===== config.mk =====
export PLATFORM = sky130hd
export DESIGN_NAME = dfa_ctrl
export DESIGN_NICKNAME = d
export VERILOG_FILES = /design/src/rtl/core/dfa_pkg.sv /design/src/rtl/core/dfa_ctrl.sv
export SDC_FILE = /design/constraint.sdc
export NUM_CORES = 1
export LEC_CHECK = 0
export BUFFER_PORTS_ARGS = -buffer_cell sky130_fd_sc_hd__buf_2
export CAP_MARGIN = 20
export CORE_MARGIN = 5
export CORE_UTILIZATION = 25
export DETAILED_ROUTE_END_ITERATION = 8
export PLACE_DENSITY = 0.57
export SLEW_MARGIN = 0
export SYNTH_ARGS = -nofsm -noshare
export SYNTH_HDL_FRONTEND = slang
export SYNTH_SLANG_ARGS = --single-unit

===== constraint.sdc =====
create_clock -name clk -period 3.3 [get_ports clk]
set_clock_uncertainty 0.15 [all_clocks]
set_input_delay 0.33 -clock clk [delete_from_list [all_inputs] [get_ports clk]]
set_output_delay 0.33 -clock clk [all_outputs]
set_load 0.01 [all_outputs]

===== src/rtl/core/dfa_pkg.sv =====
`default_nettype none
package dfa_pkg;

  localparam int ROM_CHARS      = 16384;
  localparam int USER_CHARS     = 192;
  localparam int BYTES_PER_CHAR = 32;

  localparam int ROM_BYTES  = ROM_CHARS * BYTES_PER_CHAR;
  localparam int USER_BYTES = USER_CHARS * BYTES_PER_CHAR;
  localparam int IDX_W      = $clog2(BYTES_PER_CHAR);
  localparam int RAW        = $clog2(ROM_BYTES);
  localparam int UAW        = $clog2(USER_BYTES);
  localparam int UCW        = UAW - IDX_W;

  localparam logic [7:0] CC_OFF     = 8'h01;
  localparam logic [7:0] CC_BASE_LO = 8'h08;
  localparam logic [7:0] CC_BASE_HI = 8'h10;
  localparam logic [7:0] KIND_ROM   = 8'h04;
  localparam logic [7:0] KIND_USER  = 8'h02;

  localparam logic [6:0] USER_FIRST_CODE = 7'h20;
  localparam logic [6:0] USER_END_CODE   = 7'h7F;
  localparam logic [8:0] USER_BANK_CHARS = 9'd96;
  localparam logic [7:0] READ_IDLE_BYTE  = 8'hFF;

  typedef enum logic [1:0] {
    CMD_CTRL_WR  = 2'd0,
    CMD_DATA_WR  = 2'd1,
    CMD_DATA_RD  = 2'd2,
    CMD_ROM_LOAD = 2'd3
  } cmd_t;

  typedef enum logic [1:0] {
    SEL_FF   = 2'd0,
    SEL_ROM  = 2'd1,
    SEL_USER = 2'd2
  } rd_sel_t;

  typedef enum logic [1:0] {
    ST_CLEAR = 2'd0,
    ST_RUN   = 2'd1,
    ST_HOLD  = 2'd2
  } state_t;

  typedef struct packed {
    logic           user_we;
    logic [UAW-1:0] user_addr;
    logic           rom_we;
    logic [RAW-1:0] rom_waddr;
    logic [RAW-1:0] rom_raddr;
    logic [7:0]     wdata;
    logic           rd_en;
    rd_sel_t        sel;
  } mem_req_t;

endpackage
`default_nettype wire


===== src/rtl/core/dfa_ctrl.sv =====
`default_nettype none
module dfa_ctrl (
  input  wire logic              clk,
  input  wire logic              rst_n,
  input  wire logic              accept,
  input  wire logic [1:0]        cmd,
  input  wire logic [7:0]        data,
  input  wire logic [18:0]       rom_address,
  output dfa_pkg::mem_req_t      req
);
  import dfa_pkg::*;

  logic [7:0]       control_code_r, control_code_nxt;
  logic [15:0]      font_kind_r, font_kind_nxt;
  logic             kind_armed_r, kind_armed_nxt;
  logic             access_on_r, access_on_nxt;
  logic [IDX_W-1:0] byte_index_r, byte_index_nxt;
  logic [13:0]      char_base_r, char_base_nxt;

  cmd_t       cmd_c;
  logic [6:0] lo;
  logic [8:0] user_char;
  logic       user_ok;
  logic       rom_ok;
  logic       load_ok;

  assign cmd_c     = cmd_t'(cmd);
  assign lo        = char_base_r[6:0];
  assign user_char = (font_kind_r[2] ? USER_BANK_CHARS : 9'd0) + {2'b00, lo}
                     - {2'b00, USER_FIRST_CODE};
  assign user_ok   = (lo > USER_FIRST_CODE) && (lo < USER_END_CODE)
                     && (user_char < 9'(USER_CHARS));
  assign rom_ok    = {1'b0, char_base_r} < 15'(ROM_CHARS);
  assign load_ok   = {1'b0, rom_address} < 20'(ROM_BYTES);

  always_comb begin
    control_code_nxt = control_code_r;
    font_kind_nxt    = font_kind_r;
    kind_armed_nxt   = kind_armed_r;
    access_on_nxt    = access_on_r;
    byte_index_nxt   = byte_index_r;
    char_base_nxt    = char_base_r;

    req.user_we   = 1'b0;
    req.user_addr = UAW'({user_char[UCW-1:0], byte_index_r});
    req.rom_we    = 1'b0;
    req.rom_waddr = rom_address[RAW-1:0];
    req.rom_raddr = RAW'({char_base_r, byte_index_r});
    req.wdata     = data;
    req.rd_en     = 1'b0;
    req.sel       = SEL_FF;

    if (accept) begin
      unique case (cmd_c)
        CMD_CTRL_WR: begin
          control_code_nxt = data;
          if (data == CC_OFF) begin
            access_on_nxt = 1'b0;
          end
          if (kind_armed_r) begin
            font_kind_nxt  = {data, font_kind_r[7:0]};
            access_on_nxt  = 1'b1;
            byte_index_nxt = '0;
            kind_armed_nxt = 1'b0;
          end
        end
        CMD_DATA_WR: begin
          kind_armed_nxt = 1'b0;
          if (access_on_r) begin
            req.user_we    = user_ok;
            byte_index_nxt = byte_index_r + 1'b1;
          end else begin
            case (control_code_r)
              CC_BASE_HI: char_base_nxt = {data[6:0], char_base_r[6:0]};
              CC_BASE_LO: char_base_nxt = {char_base_r[13:7], data[6:0]};
              CC_OFF: begin
                font_kind_nxt = {font_kind_r[15:8], data};
                if (data[1]) begin
                  kind_armed_nxt = 1'b1;
                end
              end
              default: ;
            endcase
          end
        end
        CMD_DATA_RD: begin
          req.rd_en = 1'b1;
          if (access_on_r) begin
            if (font_kind_r[15:8] == KIND_ROM) begin
              req.sel        = rom_ok ? SEL_ROM : SEL_FF;
              byte_index_nxt = byte_index_r + 1'b1;
            end else if (font_kind_r[15:8] == KIND_USER) begin
              req.sel        = user_ok ? SEL_USER : SEL_FF;
              byte_index_nxt = byte_index_r + 1'b1;
            end
          end
        end
        CMD_ROM_LOAD: req.rom_we = load_ok;
        default: ;
      endcase
    end
  end

  always_ff @(posedge clk) begin
    if (!rst_n) begin
      control_code_r <= '0;
      font_kind_r    <= '0;
      kind_armed_r   <= 1'b0;
      access_on_r    <= 1'b0;
      byte_index_r   <= '0;
      char_base_r    <= '0;
    end else begin
      control_code_r <= control_code_nxt;
      font_kind_r    <= font_kind_nxt;
      kind_armed_r   <= kind_armed_nxt;
      access_on_r    <= access_on_nxt;
      byte_index_r   <= byte_index_nxt;
      char_base_r    <= char_base_nxt;
    end
  end

endmodule
`default_nettype wire


==> impl_summary.log, run 1 <==
[metrics] final setup violating endpoints: 0
[metrics] clock buffer count from CTS: 5
[metrics] count of synthesis-stage warnings from yosys: 0
[metrics] clock tree from TritonCTS: yes
[metrics] number of buffers inserted by hold repair at cts: 0
[metrics] number of synthesized flops with an enable pin: 0
[metrics] endpoints failing hold: 0
[metrics] aggregate global routing overflow: 0
[metrics] die boundary width: ~100 um
[metrics] number of inserted diodes: 0
[metrics] first-pass GRT wire length: 8580 um
[metrics] insertion delay to the later sink of the worst-skew pair: approximately 0.29 ns
[metrics] async set or reset register ratio after synthesis: 0%
[metrics] Pleak: around 1.1 nW
[metrics] maximum single-stage delay on the critical path: 0.38 ns
[metrics] crit path kind: flop to output pin
[metrics] sinks on the clock net: 38
[metrics] CP Max Fanout: 4
[metrics] Clock H-tree levels: 2
[metrics] crit path DAT: about 2.3 ns
[metrics] area added between synthesis and finish: 9.75%
[metrics] buffers from clock root to sink, at most: 2
[metrics] fill cell instance count of the final layout: 967
[metrics] max-cap viol count: 0
[metrics] critical path capture point type: output pin
[metrics] Worst Hold Path Cells: 2
[metrics] area used by multi-input combinational logic: 1040 um^2
[metrics] Peak Freq: 359 MHz
[metrics] relative slew slack: between 60% and 70%
[metrics] slowest cell on the critical path: dfxtp_1
[metrics] area of all sequential standard cells: approximately 760 um^2
[metrics] routed via count: 1761
[metrics] fin area: 2380 um^2
[metrics] register bit count reported by yosys: 38
[metrics] stages on the worst setup path: 10
[metrics] number of global-route vias before repair: 1719
[metrics] cell type group with the largest total delay on the critical path: adder cells
[metrics] Synth Net Count: ~300
[metrics] Setup Fix Bufs, Post-CTS: 0
[metrics] final critical-path share of the clock period: 84.4%
[metrics] DR DRC count: 0
[metrics] startpoint type of the worst setup path: flop
[metrics] average via count per standard cell: ~4.5
[metrics] Row Count: 34
[metrics] leading area contributor after synthesis: dfxtp_1
[metrics] number of instances in the synthesized netlist: roughly 260
[metrics] Post-Synthesis Cell Area: roughly 2200 um^2
[metrics] count of buffering cells on the critical path with inverters included: 4
[metrics] total of cells resized after clock tree synthesis: 0
[metrics] total power: roughly 0.89 mW
[metrics] post-synth top area share: about a third
[metrics] data required time of the critical path: roughly 2.8 ns
[metrics] time the final worst path needs with I/O delays and setup: between 2 and 3 ns
[metrics] routed length per placed instance: 13.4 um
[metrics] most common cell in the synthesized netlist: dfxtp_1
[metrics] areal power density over the cells: between 300 and 400 nW/um^2
[metrics] total wire length: between 5000 and 6000 um
[metrics] fraction of the yosys area taken by sequential cells: a little over a third
[metrics] total track usage: 10.3%
[metrics] ratio of cells with drive above 1 in the final layout: 23.9%
[metrics] Placeable Area: approximately 8600 um^2
[metrics] ys flop type: dfxtp_1
[metrics] Buffers on Ports: 57
[metrics] standard cell area after detailed placement: 2280 um^2
[metrics] number of antenna violations at the first check in global routing: 0
[metrics] clock-pin slew on the worst setup and hold paths: roughly 0.08 ns
[metrics] worst-path cell chain: inv_1 > ha_1 > inv_1 > ha_1 > inv_1 > ha_1 > nand2b_1 > a221oi_1 > and4b_1 > buf_2
[metrics] gpl congestion: between 0.7 and 0.8
[metrics] vertical extent of the die: between 100 and 150 um
[metrics] Post-Syn Area per Cell: around 8.3 um^2
[metrics] initial core utilization: 25.2%
[metrics] maximum number of pins on one net before global-route repair: 33
[metrics] first-pass iteration count of the detailed router: 4
[metrics] area of the die: between 10000 and 15000 um^2
[metrics] TNS Setup: 0 ns
[metrics] total I/O pin count: 96
[metrics] top area cells in the synthesized netlist: dfxtp_1, buf_4, mux2i_1, ha_1, nand2_1
[metrics] worst reg2reg path depth: 4
[metrics] number of distinct library cell variants in the gate-level netlist after synthesis: 34
[metrics] number of nets in the finished design: around 330
[metrics] class of the tightest hold or removal check: input port to flop
[metrics] list of most frequent post-synthesis cells: dfxtp_1, buf_4, nand2_1
[metrics] worst-case vdd ir drop: roughly 0.22 mV
[metrics] starting DRC count in detailed routing: 80
[metrics] ANT nets after route: 0
[metrics] Clock Root Buffer: clkbuf_8
[metrics] Slew Limit Fails: 0
[metrics] result of the run: complete, no violations
[metrics] unrepaired setup endpoints after global routing: false
[metrics] slew at the pin with the worst max-slew slack: ~0.55 ns
[metrics] placed wire-length estimate after detailed placement: between 3000 and 4000 um
## worst register-to-register path, cell delays in order (launching register included)
cell and delay, ns:
dfxtp_1 0.52, nor2b_1 0.09, or4_4 0.55, or4_1 0.54, a31oi_1 0.16
## cells by family after synthesis
logic type	after synthesis	share of synthesized area, %
mux	18	8.31
fa+ha+maj	10	5.77
compound gates	31	8.19
flops	38	35.1
xor+xnor	1	0.404
buf+inv	59	17.0
simple gates	105	25.3
## cell usage in the layout (no fill, tap or decap), types with 2 or more instances in the layout
cell       n
a21oi_1   19
a31oi_1    2
and2_1     4
and3_1     3
buf_2     57
clkbuf_8   6
dfxtp_1   38
ha_1      10
inv_1     13
mux2i_1   18
nand2_1   32
nand2b_1   5
nand3_1    5
nand3b_1   9
nand4_1    6
nor2_1    19
nor2b_1    6
nor3_1     3
nor3b_1    2
nor4_1     5
o21ai_0    4
o31a_1     2
or4_1      3
## stage by stage
step | utilization, % | std cells | hold WS [ns] | worst slack (ns)
after CTS | 27.7 | 392 | 0.164 | 0.465
after detailed placement | 26.6 | 384 | 0.294 | 0.788
after floorplan | - | 262 | 0.282 | 1.08
after global placement | 26.6 | 384 | 0.288 | 0.751
after global routing | 27.7 | 392 | 0.174 | 0.315
final | 27.7 | 392 | 0.164 | 0.514
## final timing paths
kind / slack [ns] / from / end
worst min register to register: 0.30 / font_kind_r[11] / font_kind_r[11]
worst max register to register: 1.23 / access_on_r / byte_index_r[4]
worst min-delay path: 0.16 / rst_n / byte_index_r[2]
worst max-delay path: 0.51 / char_base_r[6] / req[1]
## metal layers
metal	track usage [%]	wire length [um]	vias up
li1	-	-	902
met1	13.0	2410	811
met2	17.1	2510	44
met3	2.77	269	4
met4	2.89	57	0
met5	0	0	-
## registers in the layout (all words and copies together) (netlist names)
signal          flops
kind_armed_r        1
char_base_r        14
font_kind_r         9
access_on_r         1
control_code_r      8
byte_index_r        5
## report_power, final
part | total [mW] | internal, mW | switching [mW]
registers | 0.466 | 0.463 | 0.00353
clock network | 0.340 | 0.168 | 0.171
logic | 0.0839 | 0.0302 | 0.0538
## area by class of cell
type                            count  area share, %
Clock inverter                      2          0.526
Timing Repair Buffer               58           12.3
Inverter                           15           2.37
Tap cell                          108           5.68
Clock buffer                        6           3.47
Sequential cell                    38           32.0
Multi-Input combinational cell    165           43.7
Note: power is estimated with default switching activity, not from simulation.
==> inputs of run 2 (changes only) <==
- clock period: 3.3 -> 2.92 ns (I/O delays scaled with it)
==> impl_summary.log, run 2 (same netlist as run 1, synthesis figures left out) <==
[metrics] result of the run: complete, no violations
[metrics] total I/O pin count: 96
[metrics] Buffers on Ports: between 50 and 60
[metrics] number of nets in the finished design: 327
[metrics] clock tree from TritonCTS: yes
[metrics] DR DRC count: 0
[metrics] worst-case vdd ir drop: ~0.14 mV
[metrics] sequential cell fraction of total power: 52.6%
[metrics] Setup Fix Bufs, Post-CTS: 0
[metrics] number of flip-flops under the largest register name: 14
[metrics] placed wire-length estimate after detailed placement: between 3000 and 4000 um
[metrics] routed length per placed instance: between 10 and 15 um
[metrics] ratio of cells with drive above 1 in the final layout: approximately 24%
[metrics] first-pass GRT wire length: 8520 um
[metrics] Clock Root Buffer: clkbuf_8
[metrics] initial core utilization: around 25%
[metrics] commonest non-fill, non-tap cell in the layout: buf_2
[metrics] number of global-route vias before repair: 1731
[metrics] startpoint type of the worst setup path: flop
[metrics] area added between synthesis and finish: 10.4%
[metrics] crit path kind: flop to output pin
[metrics] gpl congestion: 0.765
[metrics] endpoints failing hold: 0
[metrics] number of antenna violations at the first check in global routing: 0
[metrics] slew at the pin with the worst max-slew slack: 0.534 ns
[metrics] area of the die: approximately 11000 um^2
[metrics] aggregate global routing overflow: 0
[metrics] number of inserted diodes: 0
[metrics] final critical-path share of the clock period: 90.7%
[metrics] die boundary width: roughly 100 um
[metrics] starting DRC count in detailed routing: 74
[metrics] crit path DAT: approximately 2.2 ns
[metrics] ANT nets after route: 0
[metrics] time the final worst path needs with I/O delays and setup: ~2.6 ns
[metrics] average via count per standard cell: 4.45
[metrics] maximum number of pins on one net before global-route repair: 33
[metrics] data required time of the critical path: approximately 2.5 ns
[metrics] class of the tightest hold or removal check: input port to flop
[metrics] relative slew slack: between 60% and 70%
[metrics] most frequent cells in the layout: buf_2, dfxtp_1, nand2_1
[metrics] final setup violating endpoints: 0
[metrics] areal power density over the cells: between 400 and 500 nW/um^2
[metrics] fin area: 2390 um^2
[metrics] clock-pin slew on the worst setup and hold paths: 0.08 ns
[metrics] standard cell area after detailed placement: between 2000 and 2500 um^2
[metrics] sinks on the clock net: 38
[metrics] cell count after placement: between 300 and 400
[metrics] Peak Freq: approximately 380 MHz
[metrics] vertical extent of the die: about 100 um
[metrics] insertion delay to the later sink of the worst-skew pair: about 0.29 ns
[metrics] total of cells resized after clock tree synthesis: 0
[metrics] unrepaired setup endpoints after global routing: false
[metrics] buffers from clock root to sink, at most: 2
[metrics] share of power burned in the clock network: 37.8%
[metrics] part of the total power dissipated in combinational logic: a little under a tenth
[metrics] routed via count: 1755
[metrics] switching fraction of total power: 25.4%
[metrics] total wire length: between 5000 and 6000 um
[metrics] Row Count: 34
[metrics] power dissipated by switching net loads: around 0.25 mW
[metrics] Placeable Area: ~8600 um^2
[metrics] clock buffer count from CTS: 5
[metrics] Slew Limit Fails: 0
[metrics] first-pass iteration count of the detailed router: 4
[metrics] largest registers: char_base_r x14, font_kind_r x9, control_code_r x8
[metrics] critical path capture point type: output pin
[metrics] CP Max Fanout: 4
[metrics] Final Instance Count excl. Fillers: approximately 400
[metrics] internal portion of total power: 0.748 mW
[metrics] Clock H-tree levels: 2
[metrics] register bank with the most flops: char_base_r
[metrics] Pleak: 1.14 nW
[metrics] TNS Setup: 0 ns
[metrics] max-cap viol count: 0
[metrics] number of buffers inserted by hold repair at cts: 0
[metrics] total track usage: about 10%
==> run 2: final cells by class <==
type | instances | area, um^2
fillers | 947 | 6200
multi-input cells | 165 | 1040
flip-flops and latches | 38 | 761
repair buffers | 60 | 308
well taps | 108 | 135
clock buffers | 6 | 82.6
inverters | 15 | 56.3
clock inverters | 2 | 12.5
==> run 2: metal layers <==
layer / up-vias / share of wire, % / routed length, um / GRT usage [%]
li1: 896 / - / - / -
met1: 817 / 46 / 2420 / 13.4
met2: 37 / 49 / 2580 / 16.6
met3: 5 / 4.7 / 251 / 2.30
met4: 0 / 0.96 / 51 / 2.89
met5: - / 0 / 0 / 0
==> run 2: path summary, 6_finish.rpt <==
kind,startpoint,to,slack (ns),depth (start not counted)
worst max-delay path,char_base_r[6],req[1],0.27,10
worst min-delay path,rst_n,byte_index_r[2],0.13,2
worst max register to register,access_on_r,byte_index_r[4],0.85,4
worst min register to register,font_kind_r[13],font_kind_r[13],0.30,2
==> run 2: through the flow <==
step                      power (mW)  worst slack [ns]  hold slack (ns)  utilization (%)
after floorplan                0.627             0.736            0.270                -
after global placement         0.636             0.607            0.289             26.8
after detailed placement       0.637             0.531            0.293             26.8
after CTS                       1.02             0.210            0.123             27.9
after global routing            1.05            0.0690            0.131             27.9
final                           1.00             0.272            0.129             27.9
==> run 2: worst max-delay path, cell delays in order (launching register included) <==
cell      delay [ns]
dfxtp_1         0.36
inv_1           0.06
ha_1            0.28
inv_1           0.06
ha_1            0.16
inv_1           0.05
ha_1            0.16
nand2b_1        0.14
a221oi_1        0.30
and4b_1         0.24
buf_2           0.13
==> run 2: power by group through the flow <==
stage               combinational (mW)  sequential, mW  clock [mW]
finish                          0.0965           0.527       0.378
global route                     0.108           0.528       0.418
CTS                             0.0977           0.527       0.392
detailed placement              0.0978           0.539           0
global placement                0.0968           0.539           0
floorplan                       0.0885           0.539           0
